==> config.mk <==
export PLATFORM = sky130hd
export DESIGN_NAME = crc32_frame_receiver
export DESIGN_NICKNAME = d
export VERILOG_FILES = /design/src/hdl/cfr_pkg.sv /design/src/hdl/cfr_deframer.sv /design/src/hdl/cfr_out_stage.sv /design/src/hdl/crc32_frame_receiver.sv
export SDC_FILE = /design/constraint.sdc
export NUM_CORES = 1
export LEC_CHECK = 0
export BUFFER_PORTS_ARGS = -buffer_cell sky130_fd_sc_hd__buf_4
export CAP_MARGIN = 20
export CORE_MARGIN = 1.5
export CORE_UTILIZATION = 45
export CTS_BUF_LIST = sky130_fd_sc_hd__clkbuf_4 sky130_fd_sc_hd__clkbuf_8
export DETAILED_ROUTE_END_ITERATION = 6
export GPL_TIMING_DRIVEN = 0
export PLACE_DENSITY_LB_ADDON = 0.3
export SLEW_MARGIN = 30
export SYNTH_ARGS = -nofsm -noshare
export SYNTH_HDL_FRONTEND = slang
export SYNTH_SLANG_ARGS = --single-unit
==> constraint.sdc <==
create_clock -name clk -period 7 [get_ports clk]
set_clock_uncertainty 0.15 [all_clocks]
set_input_delay 1.4 -clock clk [delete_from_list [all_inputs] [get_ports clk]]
set_output_delay 1.4 -clock clk [all_outputs]
set_load 0.02 [all_outputs]
==> src/hdl/cfr_pkg.sv <==
`default_nettype none

package cfr_pkg;

  localparam int MAX_PAYLOAD_DEF = 4096;

  localparam logic [31:0] CRC_POLY   = 32'hedb88320;
  localparam logic [31:0] CRC_PRESET = 32'hffffffff;

  localparam logic [12:0] CAPACITY_RESET = 13'd4096;
  localparam logic [7:0]  VERSION_RESET  = 8'd1;
  localparam logic [23:0] TIMEOUT_RESET  = 24'd1000000;

  localparam int CFG_DATA_W = 24;

  // register indexes on the configuration port
  localparam logic [1:0] REG_CAPACITY = 2'd0;
  localparam logic [1:0] REG_VERSION  = 2'd1;
  localparam logic [1:0] REG_TIMEOUT  = 2'd2;
  localparam logic [1:0] REG_PREFIX   = 2'd3;

  typedef enum logic [1:0] {
    PH_HUNT    = 2'd0,
    PH_HEADER  = 2'd1,
    PH_PAYLOAD = 2'd2,
    PH_CRC     = 2'd3
  } phase_t;

  typedef enum logic [2:0] {
    ST_OK      = 3'd0,
    ST_VERSION = 3'd1,
    ST_LENGTH  = 3'd2,
    ST_CRC     = 3'd3,
    ST_TIMEOUT = 3'd4
  } status_t;

  typedef enum logic {
    KIND_PAYLOAD = 1'b0,
    KIND_END     = 1'b1
  } kind_t;

  typedef enum logic {
    REQ_BYTE = 1'b0,
    REQ_TICK = 1'b1
  } req_t;

  typedef struct packed {
    logic [12:0] capacity;
    logic [7:0]  version;
    logic [23:0] timeout;
    logic        prefix;
  } cfg_t;

  typedef struct packed {
    kind_t       kind;
    logic [7:0]  data;
    logic [7:0]  ftype;
    logic [15:0] flen;
    status_t     status;
  } result_t;

  function automatic logic [7:0] magic_byte(input logic [1:0] idx);
    logic [7:0] b;
    case (idx)
      2'd0:    b = 8'h43;  // C
      2'd1:    b = 8'h42;  // B
      2'd2:    b = 8'h50;  // P
      default: b = 8'h31;  // 1
    endcase
    return b;
  endfunction

  // reflected CRC-32, one byte
  function automatic logic [31:0] crc_byte(input logic [31:0] c, input logic [7:0] b);
    logic [31:0] x;
    x = c ^ {24'd0, b};
    for (int i = 0; i < 8; i++) begin
      x = x[0] ? ((x >> 1) ^ CRC_POLY) : (x >> 1);
    end
    return x;
  endfunction

  localparam logic [31:0] CRC_MAGIC =
    crc_byte(crc_byte(crc_byte(crc_byte(CRC_PRESET, 8'h43), 8'h42), 8'h50), 8'h31);

endpackage

`default_nettype wire

==> src/hdl/cfr_deframer.sv <==
`default_nettype none

module cfr_deframer #(
  parameter int MAX_PAYLOAD = cfr_pkg::MAX_PAYLOAD_DEF
) (
  input  wire logic            clk,
  input  wire logic            rst_n,
  input  wire logic            step,
  input  wire cfr_pkg::req_t   req_type,
  input  wire logic [7:0]      in_byte,
  input  wire cfr_pkg::cfg_t   cfg,
  output logic                 res_valid,
  output cfr_pkg::result_t     res
);

  localparam logic [15:0] MaxLen = 16'(MAX_PAYLOAD);

  cfr_pkg::phase_t phase_r, phase_nxt;
  logic [1:0]  magic_r, magic_nxt;
  logic [15:0] count_r, count_nxt;
  logic [7:0]  htype_r, htype_nxt;
  logic [15:0] hlen_r, hlen_nxt;
  logic [31:0] crc_r, crc_nxt;
  logic [31:0] rcrc_r, rcrc_nxt;
  logic [23:0] timer_r, timer_nxt;
  logic        first_r, first_nxt;

  logic        prefix_applies;
  logic        timed;
  logic [23:0] timer_inc;
  logic [1:0]  m_start;
  logic [2:0]  m_new;
  logic [31:0] crc_upd;
  logic [15:0] count_inc;
  logic [15:0] len_full;
  logic [31:0] rcrc_shift;
  logic        finish;
  cfr_pkg::status_t fin_status;

  always_comb begin
    prefix_applies = first_r && cfg.prefix;
    timed     = (phase_r != cfr_pkg::PH_HUNT) || (magic_r != 2'd0) || prefix_applies;
    timer_inc = (timer_r != 24'hffffff) ? timer_r + 24'd1 : timer_r;
    m_start   = (prefix_applies && count_r == 16'd0) ? 2'd1 : magic_r;
    if (in_byte == cfr_pkg::magic_byte(m_start)) begin
      m_new = {1'b0, m_start} + 3'd1;
    end else begin
      m_new = (in_byte == cfr_pkg::magic_byte(2'd0)) ? 3'd1 : 3'd0;
    end
    crc_upd    = cfr_pkg::crc_byte(crc_r, in_byte);
    count_inc  = count_r + 16'd1;
    len_full   = {hlen_r[15:8], in_byte};
    rcrc_shift = {rcrc_r[23:0], in_byte};

    phase_nxt  = phase_r;
    magic_nxt  = magic_r;
    count_nxt  = count_r;
    htype_nxt  = htype_r;
    hlen_nxt   = hlen_r;
    crc_nxt    = crc_r;
    rcrc_nxt   = rcrc_r;
    timer_nxt  = timer_r;
    first_nxt  = first_r;
    finish     = 1'b0;
    fin_status = cfr_pkg::ST_OK;
    res_valid  = 1'b0;
    res.kind   = cfr_pkg::KIND_PAYLOAD;
    res.data   = in_byte;
    res.status = cfr_pkg::ST_OK;

    if (req_type == cfr_pkg::REQ_TICK) begin
      if (timed) begin
        timer_nxt = timer_inc;
        if (timer_inc >= cfg.timeout) begin
          finish     = 1'b1;
          fin_status = cfr_pkg::ST_TIMEOUT;
        end
      end
    end else begin
      timer_nxt = 24'd0;
      case (phase_r)
        cfr_pkg::PH_HUNT: begin
          count_nxt = 16'd1;
          if (m_new[2]) begin
            phase_nxt = cfr_pkg::PH_HEADER;
            magic_nxt = 2'd0;
            count_nxt = 16'd0;
            htype_nxt = 8'd0;
            hlen_nxt  = 16'd0;
            rcrc_nxt  = 32'd0;
            crc_nxt   = cfr_pkg::CRC_MAGIC;
          end else begin
            magic_nxt = m_new[1:0];
          end
        end
        cfr_pkg::PH_HEADER: begin
          crc_nxt   = crc_upd;
          count_nxt = count_inc;
          case (count_r)
            16'd0: rcrc_nxt = {24'd0, in_byte};  // hold version until header is complete
            16'd1: htype_nxt = in_byte;
            16'd2: hlen_nxt = {in_byte, 8'd0};
            default: begin
              hlen_nxt = len_full;
              if (rcrc_r != {24'd0, cfg.version}) begin
                finish     = 1'b1;
                fin_status = cfr_pkg::ST_VERSION;
              end else if (len_full > {3'd0, cfg.capacity} || len_full > MaxLen) begin
                finish     = 1'b1;
                fin_status = cfr_pkg::ST_LENGTH;
              end else begin
                rcrc_nxt  = 32'd0;
                count_nxt = 16'd0;
                phase_nxt = (len_full == 16'd0) ? cfr_pkg::PH_CRC : cfr_pkg::PH_PAYLOAD;
              end
            end
          endcase
        end
        cfr_pkg::PH_PAYLOAD: begin
          crc_nxt   = crc_upd;
          res_valid = 1'b1;
          count_nxt = count_inc;
          if (count_inc >= hlen_r) begin
            count_nxt = 16'd0;
            phase_nxt = cfr_pkg::PH_CRC;
          end
        end
        default: begin
          rcrc_nxt  = rcrc_shift;
          count_nxt = count_inc;
          if (count_inc >= 16'd4) begin
            finish     = 1'b1;
            fin_status = (rcrc_shift == ~crc_r) ? cfr_pkg::ST_OK : cfr_pkg::ST_CRC;
          end
        end
      endcase
    end

    if (finish) begin
      res_valid  = 1'b1;
      res.kind   = cfr_pkg::KIND_END;
      res.data   = 8'd0;
      res.status = fin_status;
      phase_nxt  = cfr_pkg::PH_HUNT;
      magic_nxt  = 2'd0;
      count_nxt  = 16'd0;
      crc_nxt    = cfr_pkg::CRC_PRESET;
      rcrc_nxt   = 32'd0;
      timer_nxt  = 24'd0;
      first_nxt  = 1'b0;
    end
    res.ftype = htype_nxt;
    res.flen  = hlen_nxt;
  end

  always_ff @(posedge clk) begin
    if (!rst_n) begin
      phase_r <= cfr_pkg::PH_HUNT;
      magic_r <= 2'd0;
      count_r <= 16'd0;
      htype_r <= 8'd0;
      hlen_r  <= 16'd0;
      crc_r   <= cfr_pkg::CRC_PRESET;
      rcrc_r  <= 32'd0;
      timer_r <= 24'd0;
      first_r <= 1'b1;
    end else if (step) begin
      phase_r <= phase_nxt;
      magic_r <= magic_nxt;
      count_r <= count_nxt;
      htype_r <= htype_nxt;
      hlen_r  <= hlen_nxt;
      crc_r   <= crc_nxt;
      rcrc_r  <= rcrc_nxt;
      timer_r <= timer_nxt;
      first_r <= first_nxt;
    end
  end

`ifndef SYNTHESIS
  a_magic_only_in_hunt: assert property (@(posedge clk) disable iff (!rst_n)
    (phase_r != cfr_pkg::PH_HUNT) |-> (magic_r == 2'd0))
    else $error("magic match count left over outside hunt");

  a_header_count: assert property (@(posedge clk) disable iff (!rst_n)
    (phase_r == cfr_pkg::PH_HEADER) |-> (count_r < 16'd4))
    else $error("header byte count out of range");

  a_payload_count: assert property (@(posedge clk) disable iff (!rst_n)
    (phase_r == cfr_pkg::PH_PAYLOAD) |-> (count_r < hlen_r))
    else $error("payload count reached frame length");

  a_end_to_hunt: assert property (@(posedge clk) disable iff (!rst_n)
    (step && res_valid && res.kind == cfr_pkg::KIND_END)
      |=> (phase_r == cfr_pkg::PH_HUNT && !first_r && timer_r == 24'd0))
    else $error("frame end did not return to hunt");
`endif

endmodule

`default_nettype wire

==> src/hdl/cfr_out_stage.sv <==
`default_nettype none

module cfr_out_stage (
  input  wire logic              clk,
  input  wire logic              rst_n,
  input  wire logic              load,
  input  wire cfr_pkg::result_t  res,
  output logic                   can_load,
  input  wire logic              out_tready,
  output logic                   out_tvalid,
  output cfr_pkg::result_t       out_res
);

  logic             valid_r;
  cfr_pkg::result_t res_r;

  assign can_load   = !valid_r || out_tready;
  assign out_tvalid = valid_r;
  assign out_res    = res_r;

  always_ff @(posedge clk) begin
    if (!rst_n) begin
      valid_r <= 1'b0;
    end else if (can_load) begin
      valid_r <= load;
    end
  end

  // payload needs no reset; hold while the transaction is stalled
  always_ff @(posedge clk) begin
    if (can_load && load) begin
      res_r <= res;
    end
  end

endmodule

`default_nettype wire

==> src/hdl/crc32_frame_receiver.sv <==
`default_nettype none

// Frame receiver for a byte stream framed by the magic "CBP1", a version byte, a type
// byte, a big-endian 16-bit payload length, the payload and a big-endian reflected
// CRC-32 over magic, header and payload. Each input transaction is a received byte
// (in_tuser = 0) or one time tick (in_tuser = 1). Every payload byte is forwarded at
// once as out_tuser = 0; one frame-end transaction (out_tuser = 1) carries the status
// (ok, version mismatch, length error, CRC mismatch, inter-byte timeout), after which
// the receiver hunts for the magic again. Discard the payload unless the status is ok.
// One transaction is taken every clock cycle unless the output stalls; a result
// passes through the input register, the combinational header/CRC update and the
// output register. Configuration writes take effect at once and are not ordered
// against held transactions, so write them only while no transaction is in flight.
module crc32_frame_receiver #(
  parameter int MAX_PAYLOAD = cfr_pkg::MAX_PAYLOAD_DEF
) (
  input  wire logic        clk,
  input  wire logic        rst_n,
  input  wire logic        in_tvalid,
  output logic             in_tready,
  input  wire logic [7:0]  in_tdata,   // [7:0] in_byte
  input  wire logic        in_tuser,   // [0] req_type
  output logic             out_tvalid,
  input  wire logic        out_tready,
  output logic [39:0]      out_tdata,  // [7:0] out_byte, [15:8] frame_type,
                                       // [31:16] frame_length, [34:32] status
  output logic             out_tuser,  // [0] out_kind
  input  wire logic        cfg_we,
  input  wire logic [1:0]  cfg_index,
  input  wire logic [cfr_pkg::CFG_DATA_W-1:0] cfg_data
);

  cfr_pkg::cfg_t    cfg_r;
  logic             in_valid_r;
  cfr_pkg::req_t    in_type_r;
  logic [7:0]       in_byte_r;
  logic             advance;
  logic             can_load;
  logic             res_valid;
  cfr_pkg::result_t res;
  cfr_pkg::result_t out_res;

  always_ff @(posedge clk) begin
    if (!rst_n) begin
      cfg_r.capacity <= cfr_pkg::CAPACITY_RESET;
      cfg_r.version  <= cfr_pkg::VERSION_RESET;
      cfg_r.timeout  <= cfr_pkg::TIMEOUT_RESET;
      cfg_r.prefix   <= 1'b0;
    end else if (cfg_we) begin
      case (cfg_index)
        cfr_pkg::REG_CAPACITY: cfg_r.capacity <= cfg_data[12:0];
        cfr_pkg::REG_VERSION:  cfg_r.version  <= cfg_data[7:0];
        cfr_pkg::REG_TIMEOUT:  cfg_r.timeout  <= cfg_data[23:0];
        cfr_pkg::REG_PREFIX:   cfg_r.prefix   <= cfg_data[0];
        default: ;
      endcase
    end
  end

  // advance the held item whenever the output register can take its result
  assign advance   = in_valid_r && can_load;
  assign in_tready = !in_valid_r || advance;

  always_ff @(posedge clk) begin
    if (!rst_n) begin
      in_valid_r <= 1'b0;
    end else if (in_tready) begin
      in_valid_r <= in_tvalid;
    end
  end

  always_ff @(posedge clk) begin
    if (in_tready && in_tvalid) begin
      in_type_r <= cfr_pkg::req_t'(in_tuser);
      in_byte_r <= in_tdata;
    end
  end

  cfr_deframer #(
    .MAX_PAYLOAD(MAX_PAYLOAD)
  ) u_deframer (
    .clk       (clk),
    .rst_n     (rst_n),
    .step      (advance),
    .req_type  (in_type_r),
    .in_byte   (in_byte_r),
    .cfg       (cfg_r),
    .res_valid (res_valid),
    .res       (res)
  );

  cfr_out_stage u_out_stage (
    .clk        (clk),
    .rst_n      (rst_n),
    .load       (advance && res_valid),
    .res        (res),
    .can_load   (can_load),
    .out_tready (out_tready),
    .out_tvalid (out_tvalid),
    .out_res    (out_res)
  );

  assign out_tuser = out_res.kind;
  assign out_tdata = {5'd0, out_res.status, out_res.flen, out_res.ftype, out_res.data};

`ifndef SYNTHESIS
  a_ready_when_empty: assert property (@(posedge clk) disable iff (!rst_n)
    !in_valid_r |-> in_tready)
    else $error("input register empty but not ready");

  a_no_step_on_stall: assert property (@(posedge clk) disable iff (!rst_n)
    (out_tvalid && !out_tready) |-> !advance)
    else $error("item advanced into a stalled output register");

  a_held_item_advances: assert property (@(posedge clk) disable iff (!rst_n)
    (in_valid_r && !out_tvalid) |-> advance)
    else $error("held item not processed with free output register");
`endif

endmodule

`default_nettype wire
==> results of run 1 <==
==> where the power goes <==
group          switching [mW]  leakage [nW]  internal (mW)
sequential             0.0124          1.91           1.34
combinational           0.185          3.12          0.110
clock                   0.563         0.427          0.676
total                   0.761          5.46           2.13
==> through the flow <==
stage / hold WS [ns] / worst slack [ns] / cell area, um2 / cells
detailed placement: 0.298 / 1.45 / 13900 / 1919
CTS: 0.306 / 1.40 / 14700 / 1990
global placement: 0.293 / -0.421 / 13900 / 1918
global route: 0.324 / 1.00 / 14700 / 1990
finish: 0.304 / 1.39 / 14700 / 1990
floorplan: 0.284 / 1.16 / 12900 / 1464
==> flip-flops by register name, summed over array words and instances, names as in the netlist <==
name,flops
u_deframer.count_r,16
in_type_r,1
cfg_r,46
u_deframer.rcrc_r,32
u_deframer.phase_r,2
u_deframer.timer_r,24
u_out_stage.out_tvalid,1
u_deframer.crc_r,32
u_deframer.htype_r,8
u_deframer.hlen_r,16
in_byte_r,8
u_deframer.first_r,1
u_out_stage.out_res,36
in_valid_r,1
u_deframer.magic_r,2
==> synth_stat cells (34+ instances only) <==
cell type | number | area share (%)
a21oi_1 | 89 | 3.5
clkbuf_1 | 63 | 1.8
dfxtp_1 | 181 | 28
edfxtp_1 | 45 | 11
ha_1 | 65 | 6.3
inv_1 | 68 | 2.0
mux2i_1 | 47 | 3.7
nand2_1 | 159 | 4.6
nand3_1 | 65 | 2.5
nand4_1 | 60 | 2.9
nor2_1 | 97 | 2.8
o21ai_0 | 34 | 1.3
xnor2_1 | 101 | 6.9
xor2_1 | 40 | 2.7
==> logic make-up (layout without fill, tap and decap cells) <==
logic type	Yosys count	in the layout	share of synthesized area [%]
other cells	1	5	0.0292
fa+ha+maj	65	65	6.33
simple gates	517	517	19.9
compound gates	287	287	15.4
xor+xnor	142	142	9.74
buf+inv	171	319	5.82
mux	51	51	4.04
flops	226	226	38.7
==> how the worst min path moves through the flow <==
stage,startpoint,endpoint,slack [ns],cells past startpoint
after floorplan,u_deframer.rcrc_r[25],u_deframer.rcrc_r[25],0.28,2
after global placement,u_deframer.rcrc_r[25],u_deframer.rcrc_r[25],0.29,2
after detailed placement,cfg_r[39],cfg_r[39],0.30,2
after CTS,cfg_r[39],cfg_r[39],0.31,2
after global routing,cfg_r[41],cfg_r[41],0.32,2
final,cfg_r[36],cfg_r[36],0.30,2
==> per-layer routing <==
layer | GRT usage, % | routed length (um)
met1 | 35.9 | 17500
met2 | 41.0 | 16700
met3 | 4.10 | 2720
met4 | 7.79 | 927
met5 | 0 | 0
==> layout make-up <==
class,instances,area (um2),share of cell area (%)
well taps,378,473,3.21
flip-flops and latches,226,4970,33.7
multi-input cells,1067,7150,48.5
inverters,70,263,1.78
plain buffers,101,485,3.29
repair buffers,77,598,4.06
clock inverters,14,68.8,0.467
clock buffers,57,734,4.98
==> critical path, delay by kind of cell (launching register included) <==
| family | cells | cell delay [ns] |
|---|---|---|
| AND/OR/NAND/NOR | 8 | 1.78 |
| AO/OA/AOI/OAI | 5 | 1.69 |
| buffers and inverters | 3 | 0.59 |
| adder cells (fa/ha/maj) | 2 | 0.55 |
| flip-flops | 1 | 0.36 |
| XOR/XNOR | 1 | 0.20 |
==> results.json, run 1 <==
{
  "outcome": "finished clean",
  "track_usage_pct": 25.8,
  "worstMarginPinSlew_ns": 1.03,
  "final.min_clock_period_ns": 5.61,
  "cts_buffers": 39,
  "rsz0062_at_grt": "false",
  "synth_ff_type": "dfxtp_1",
  "pwr_density_cell_nw_per_um2": 196,
  "antenna_cells": 0,
  "cts_hold_buf": 0,
  "arrival_ns": 5.76,
  "r2r_setup_slack_ns": 1.39,
  "vias": 11500,
  "ir_drop_v": 0.000180,
  "avgViaCountPerCell": 5.78,
  "async_flop_share_pct": 0,
  "tritoncts": "built",
  "required_ns": 7.15,
  "r2r_cells": 19,
  "cp-end-kind": "register",
  "fin_crit_sh_pct": 80.1,
  "gp_congestion": 0.927,
  "post-cts-setup-buffers": 0,
  "ys_seq_elements": 226,
  "grt_max_degree": 24,
  "drive_above_1_share_pct": 12.7,
  "drt_iter0_drc": 1108,
  "row_count": 61,
  "final_cell_mix": "181 x dfxtp_1, 159 x nand2_1, 101 x xnor2_1",
  "nNetsFinal": 1687,
  "initial_core_util_pct": 46.0,
  "setup_viol": 0,
  "reg2reg_from": "u_deframer.timer_r[0]",
  "final_common_cell": "dfxtp_1",
  "final_antenna_net_count": 0,
  "avgSynthCellArea_um2": 8.80,
  "hpwl_mm": 28.3,
  "dieArea_um2": 29600,
  "grt_pass1_vias": 11000,
  "die_x_um": 172,
  "post-route-drc-count": 0,
  "slowest_delay_ns": 0.81,
  "clock-root-buffer": "clkbuf_8",
  "cp_cell_sequence": "ha_1 > nand2_1 > nor3_1 > nand4_1 > nand3_1 > nor4_2 > nand3_1 > xnor2_1 > ha_1 > a21oi_1 > o21ai_0 > a221oi_1 > nor2_1 > a21oi_1 > and3_1 > buf_4 > buf_4 > a21oi_4 > buf_16",
  "fin_setup_tns_ns": 0,
  "synth_cell_types": 73,
  "grt_pass1_wl_mm": 59.6,
  "fill_cells": 2668,
  "cts_max_path_buffers": 3,
  "synth_cells": 1460,
  "fin_util_pct": 52.8,
  "power_mw": 2.89,
  "maxCapViolations": 0,
  "path_clk_slew_ns": 0.07,
  "fmax_ghz": 0.178,
  "cp_max_fo": 23,
  "coreArea_um2": 27900,
  "yosys_warnings": 0,
  "max_slew_margin_pct": 31.5,
  "ys_seq_area_share_pct": 38.7,
  "critPathKind": "register to register",
  "startpoint_type": "register",
  "synth_edf_count": 45,
  "die_h_um": 172,
  "crit_slowest_cell": "a21oi_1",
  "grt_antenna_before_repair": 0,
  "htree_num_levels": 2,
  "synth_area_um2": 12800,
  "wire_per_inst_um": 19.0,
  "port_buffers": 76,
  "grt_overflow": 0,
  "cts-resized-gates": 0,
  "insertion_delay_ns": 0.56,
  "hold_viol_final": 0,
  "p_leak_nw": 5.46,
  "first_pass_iters": 6,
  "maxSlewViolCount": 0,
  "startpoint": "u_deframer.timer_r[0]",
  "clkSinkCount": 226,
  "io_pins": 83,
  "min_path_type": "register to register",
  "rr_endpoint": "u_out_stage.out_res[25]",
  "endpoint": "u_out_stage.out_res[25]",
  "areaGrowthSynthToFinish_pct": 14.8,
  "drt_wl_total_mm": 37.9
}
Power figures use the tool's default switching activity.
==> run 2: changes to the inputs <==
- clock period: 7 -> 5.25 ns (I/O delays scaled with it)
==> run 2 against run 1 <==
  * Clock-buffer cell count shrank 2
  * First-iteration DRC count shrank 4.8%
  * Die area is the same
  * Routed wire length shrank 1.3%
  * Final cell count grew 0.15%
  * Register-to-register slack lost 1.0 ns
  * Largest cell class unchanged
  * Non-clock buffer count grew 6
  * Critical path depth shrank 1
  * Total power grew 38%
  * Largest power group unchanged
  * Combinational power grew 33%
==> results.json, run 2 (synthesis results as in run 1) <==
{
  "io_pins": 83,
  "cp_max_fo": 21,
  "grt_pass1_vias": 10700,
  "gp_congestion": 0.944,
  "cp-end-kind": "register",
  "outcome": "finished clean",
  "insertion_delay_ns": 0.55,
  "row_count": 61,
  "startpoint_type": "register",
  "drive_above_1_share_pct": 13.7,
  "final_common_cell": "dfxtp_1",
  "reg2reg_from": "u_deframer.timer_r[4]",
  "min_from": "cfg_r[6]",
  "wire_per_inst_um": 18.8,
  "port_buffers": 76,
  "clock-root-buffer": "clkbuf_8",
  "grt_antenna_before_repair": 0,
  "die_h_um": 172,
  "htree_num_levels": 2,
  "p_leak_nw": 5.54,
  "grt_max_degree": 22,
  "setup_viol": 0,
  "required_ns": 5.39,
  "worstMarginPinSlew_ns": 0.952,
  "cts_max_path_buffers": 3,
  "final_cell_mix": "181 x dfxtp_1, 159 x nand2_1, 101 x xnor2_1",
  "arrival_ns": 5.05,
  "nNetsFinal": 1693,
  "grt_pass1_wl_mm": 58.5,
  "post-route-drc-count": 0,
  "fin_crit_sh_pct": 93.5,
  "drt_wl_total_mm": 37.4,
  "min_path_cells": 2,
  "vias": 11400,
  "path_clk_slew_ns": 0.06,
  "instances_no_fill": 1993,
  "max_slew_margin_pct": 36.1,
  "startpoint": "u_deframer.timer_r[4]",
  "areaGrowthSynthToFinish_pct": 16.1,
  "initial_core_util_pct": 46.0,
  "antenna_cells": 0,
  "dieArea_um2": 29600,
  "first_pass_iters": 6,
  "track_usage_pct": 25.5,
  "dp.cells": 1920,
  "hold_viol_final": 0,
  "hpwl_mm": 28.1,
  "fmax_ghz": 0.204,
  "regMostFlops": "cfg_r",
  "final_antenna_net_count": 0,
  "min_path_type": "register to register",
  "tritoncts": "built",
  "r2r_cells": 18,
  "grt_overflow": 0,
  "die_x_um": 172,
  "fill_cells": 2613,
  "avgViaCountPerCell": 5.73,
  "maxCapViolations": 0,
  "whs_ns": 0.306,
  "pwr_density_cell_nw_per_um2": 268,
  "largest_register_ffs": 46,
  "coreArea_um2": 27900,
  "cts_buffers": 39,
  "maxSlewViolCount": 0,
  "final.min_clock_period_ns": 4.91,
  "ir_drop_v": 0.000205,
  "clkSinkCount": 226,
  "critPathKind": "register to register",
  "rsz0062_at_grt": "false",
  "drt_iter0_drc": 1055
}
-- run 2: cell count changes in the layout (fill, tap and decap cells not counted), moves of 3 or more --
cell	change
buf_4	+5
bufinv_16	+4
clkbuf_2	+3
clkinv_1	-4
nor3_1	-3
nor3_2	+3
-- run 2: area by class of cell --
type	count	area, um2	share of cell area, %
multi-input combinational	1067	7200	48.3
clock buffer	55	707	4.74
buffer	101	489	3.28
clock inverter	13	168	1.12
sequential	226	4970	33.4
timing repair buffer	83	638	4.28
tap	378	473	3.17
inverter	70	263	1.76
-- run 2: final timing paths --
path	to	slack, ns
worst max-delay path	u_out_stage.out_res[8]	0.34
worst min-delay path	cfg_r[6]	0.31
worst max register to register	u_out_stage.out_res[8]	0.34
worst min register to register	cfg_r[6]	0.31
-- run 2: metrics by stage --
stage                     area [um2]  setup TNS [ns]  total power, mW  utilization [%]  setup WS, ns
final                          14900               0             4.00             53.4         0.341
after global routing           14900               0             4.15             53.4        0.0221
after CTS                      14800               0             4.02             53.1        0.0229
after detailed placement       13900          -11.52             2.22             49.9        -0.345
after global placement         13900          -38.23             2.22             49.8        -0.937
after floorplan                12900               0             2.10                -         0.235
-- run 2: metal layers --
metal,up-vias,track usage [%],share of wire (%)
met5,-,0,0
met4,0,8.09,2.9
met3,86,5.72,8.0
met2,437,39.9,44
met1,5398,34.8,45
li1,5489,-,-
-- run 2: critical path, cell delays in order, from the launching register on --
cell,delay [ns]
dfxtp_1,0.44
and4_1,0.30
and4_1,0.30
nand2_1,0.24
nor3_2,0.40
nand3_1,0.14
xnor2_1,0.23
ha_1,0.29
o21ai_0,0.14
nor2_1,0.06
or3_1,0.34
a211o_2,0.37
a21oi_4,0.27
and3_1,0.19
buf_4,0.14
buf_4,0.19
a21oi_4,0.09
buf_8,0.18
buf_8,0.16
-- run 2: power breakdown --
| part | leakage (nW) | internal [mW] | switching [mW] |
|---|---|---|---|
| sequential | 1.91 | 1.79 | 0.0164 |
| combinational | 3.18 | 0.147 | 0.245 |
| clock | 0.454 | 1.07 | 0.736 |
-- run 2: timing repair --
item / in CTS / in global routing
setup buffers: 0 / 5
pin swaps: 0 / 2
hold buffers: 0 / 0
resized for setup: 3 / 11
endpoints found under the setup margin: 108 / 118
==> run 3: changes to the inputs <==
- BUFFER_PORTS_ARGS: -buffer_cell sky130_fd_sc_hd__buf_4 -> not set
- CORE_MARGIN: 1.5 -> not set
- DONT_BUFFER_PORTS: not set -> 1
==> run 3 against run 2 <==
  * Clock power shrank 2%
  * Total power shrank 1.7%
  * Worst hold slack lost 0.00099 ns
  * Worst setup slack lost 0.13 ns
  * Non-clock buffer count shrank 79
  * Sequential power is essentially flat
  * Sequential share of layout area grew 1.3 points
  * Critical path depth grew 1
  * Combinational power shrank 6.4%
  * Clock-buffer cell count grew 8
  * Final area shrank 3.7%
==> results.json, run 3 (synthesis results as in run 1) <==
{
  "critPathKind": "register to register",
  "track_usage_pct": 25.9,
  "outcome": "finished clean",
  "cts_hold_buf": 0,
  "clock-root-buffer": "clkbuf_8",
  "crit_cells": 19,
  "io_pins": 83,
  "hpwl_mm": 28.0,
  "nNetsFinal": 1615,
  "wire_per_inst_um": 19.6,
  "final_cell_mix": "181 x dfxtp_1, 158 x nand2_1, 101 x xnor2_1",
  "clkSinkCount": 226,
  "required_ns": 5.40,
  "gp_congestion": 0.959,
  "regMostFlops": "cfg_r",
  "drt_wl_total_mm": 37.7,
  "avgViaCountPerCell": 5.89,
  "startpoint_type": "register",
  "vias": 11300,
  "grt_pass1_vias": 10600,
  "antenna_cells": 0,
  "coreArea_um2": 27900,
  "fmax_ghz": 0.199,
  "row_count": 61,
  "die_x_um": 171,
  "crit_slowest_cell": "dfxtp_1",
  "grt_antenna_before_repair": 0,
  "cp_cell_sequence": "ha_1 > nand2_1 > nor3_2 > nand4_1 > nand3_2 > nor3_1 > xor2_1 > ha_1 > nand4_1 > nor3_1 > or3_1 > a211o_2 > a21oi_4 > and3_1 > buf_4 > buf_4 > a21oi_4 > buf_16 > buf_16",
  "dieArea_um2": 29200,
  "maxCapViolations": 0,
  "place_ws_ns": -0.401,
  "hold_viol_final": 0,
  "final_common_cell": "dfxtp_1",
  "initial_core_util_pct": 46.0,
  "placed_area_um2": 13400,
  "port_buffers": 0,
  "setup_viol": 0,
  "cts_buffers": 40,
  "final_antenna_net_count": 0,
  "p_leak_nw": 5.19,
  "cts_max_path_buffers": 3,
  "register_area_um2": 4970,
  "cp-end-kind": "register",
  "grt_pass1_wl_mm": 58.7,
  "tritoncts": "built",
  "arrival_ns": 5.18,
  "r2r_cells": 19,
  "pwr_density_cell_nw_per_um2": 274,
  "fin_util_pct": 51.4,
  "max_slew_margin_pct": 32.2,
  "maxSlewViolCount": 0,
  "worstMarginPinSlew_ns": 1.01,
  "fill_cells": 2662,
  "path_clk_slew_ns": 0.06,
  "insertion_delay_ns": 0.55,
  "cp.buffers_inverters": 4,
  "r2r_setup_slack_ns": 0.22,
  "fin_crit_sh_pct": 95.9,
  "crit_family": "simple AND/OR/NAND/NOR gates",
  "drt_iter0_drc": 1147,
  "cp_max_fo": 21,
  "multi_input_area_um2": 7230,
  "min_path_cells": 2,
  "final.min_clock_period_ns": 5.03,
  "min_path_type": "register to register",
  "post-route-drc-count": 0,
  "first_pass_iters": 5,
  "ir_drop_v": 0.000254,
  "areaGrowthSynthToFinish_pct": 11.8,
  "design_area_um2": 14400,
  "grt_max_degree": 22,
  "largest_register_ffs": 46,
  "die_h_um": 171,
  "grt_overflow": 0,
  "worst_slack_ns": 0.216,
  "drive_above_1_share_pct": 9.80,
  "htree_num_levels": 2,
  "slowest_delay_ns": 0.43
}
-- run 3: changes by cell type in the layout (fill, tap and decap cells not counted), sizes merged --
cell and change:
clkinvlp -1, clkbuf +8, bufinv -3, buf -79
inv +1
-- run 3: metal layers --
layer / wire length [um] / up-vias / part of all wire, % / global-route usage, %
met2: 16200 / 438 / 43 / 39.5
met5: 0 / - / 0 / 0
met4: 1180 / 0 / 3.1 / 8.97
met1: 17400 / 5438 / 46 / 36.3
met3: 2860 / 78 / 7.6 / 4.83
li1: - / 5350 / - / -
-- run 3: worst reg2reg max path: stages, from the launching register on --
cell,delay (ns)
dfxtp_1,0.43
ha_1,0.25
nand2_1,0.17
nor3_2,0.28
nand4_1,0.34
nand3_2,0.26
nor3_1,0.10
xor2_1,0.27
ha_1,0.32
nand4_1,0.17
nor3_1,0.08
or3_1,0.31
a211o_2,0.37
a21oi_4,0.28
and3_1,0.19
buf_4,0.15
buf_4,0.20
a21oi_4,0.13
buf_16,0.19
buf_16,0.17
-- run 3: final timing paths --
path,from,end
min reg2reg,cfg_r[4],cfg_r[4]
max reg2reg,u_deframer.timer_r[0],u_out_stage.out_res[9]
max,u_deframer.timer_r[0],u_out_stage.out_res[9]
min,cfg_r[4],cfg_r[4]
-- run 3: layout make-up --
| cell class | count | share of cell area, % |
|---|---|---|
| well taps | 378 | 3.29 |
| inverters | 70 | 1.83 |
| flip-flops and latches | 226 | 34.6 |
| clock inverters | 10 | 0.540 |
| plain buffers | 101 | 3.41 |
| multi-input cells | 1067 | 50.3 |
| repair buffers | 4 | 0.488 |
| clock buffers | 63 | 5.47 |
-- run 3: where the power goes --
| group | internal (mW) | total (mW) | leakage (nW) | switching, mW |
|---|---|---|---|---|
| clock network | 1.00 | 1.76 | 0.458 | 0.757 |
| registers | 1.79 | 1.80 | 1.91 | 0.0178 |
| logic | 0.129 | 0.367 | 2.81 | 0.238 |
-- run 3: timing repair --
item / 4_1_cts / 5_1_grt
cloned: 0 / 0
gates resized for setup: 3 / 17
endpoints found under the setup margin: 116 / 134
buffers inserted: 0 / 2
-- run 3: metrics by stage --
stage | cells | TNS [ns] | total power, mW | hold WS (ns)
4_1_cts | 1917 | 0 | 3.95 | 0.305
6_report | 1919 | 0 | 3.93 | 0.305
3_5_place_dp | 1844 | -20.34 | 2.20 | 0.296
5_1_grt | 1919 | -0.904 | 4.07 | 0.315
3_3_place_gp | 1842 | -39.28 | 2.19 | 0.294
2_1_floorplan | 1464 | 0 | 2.10 | 0.284
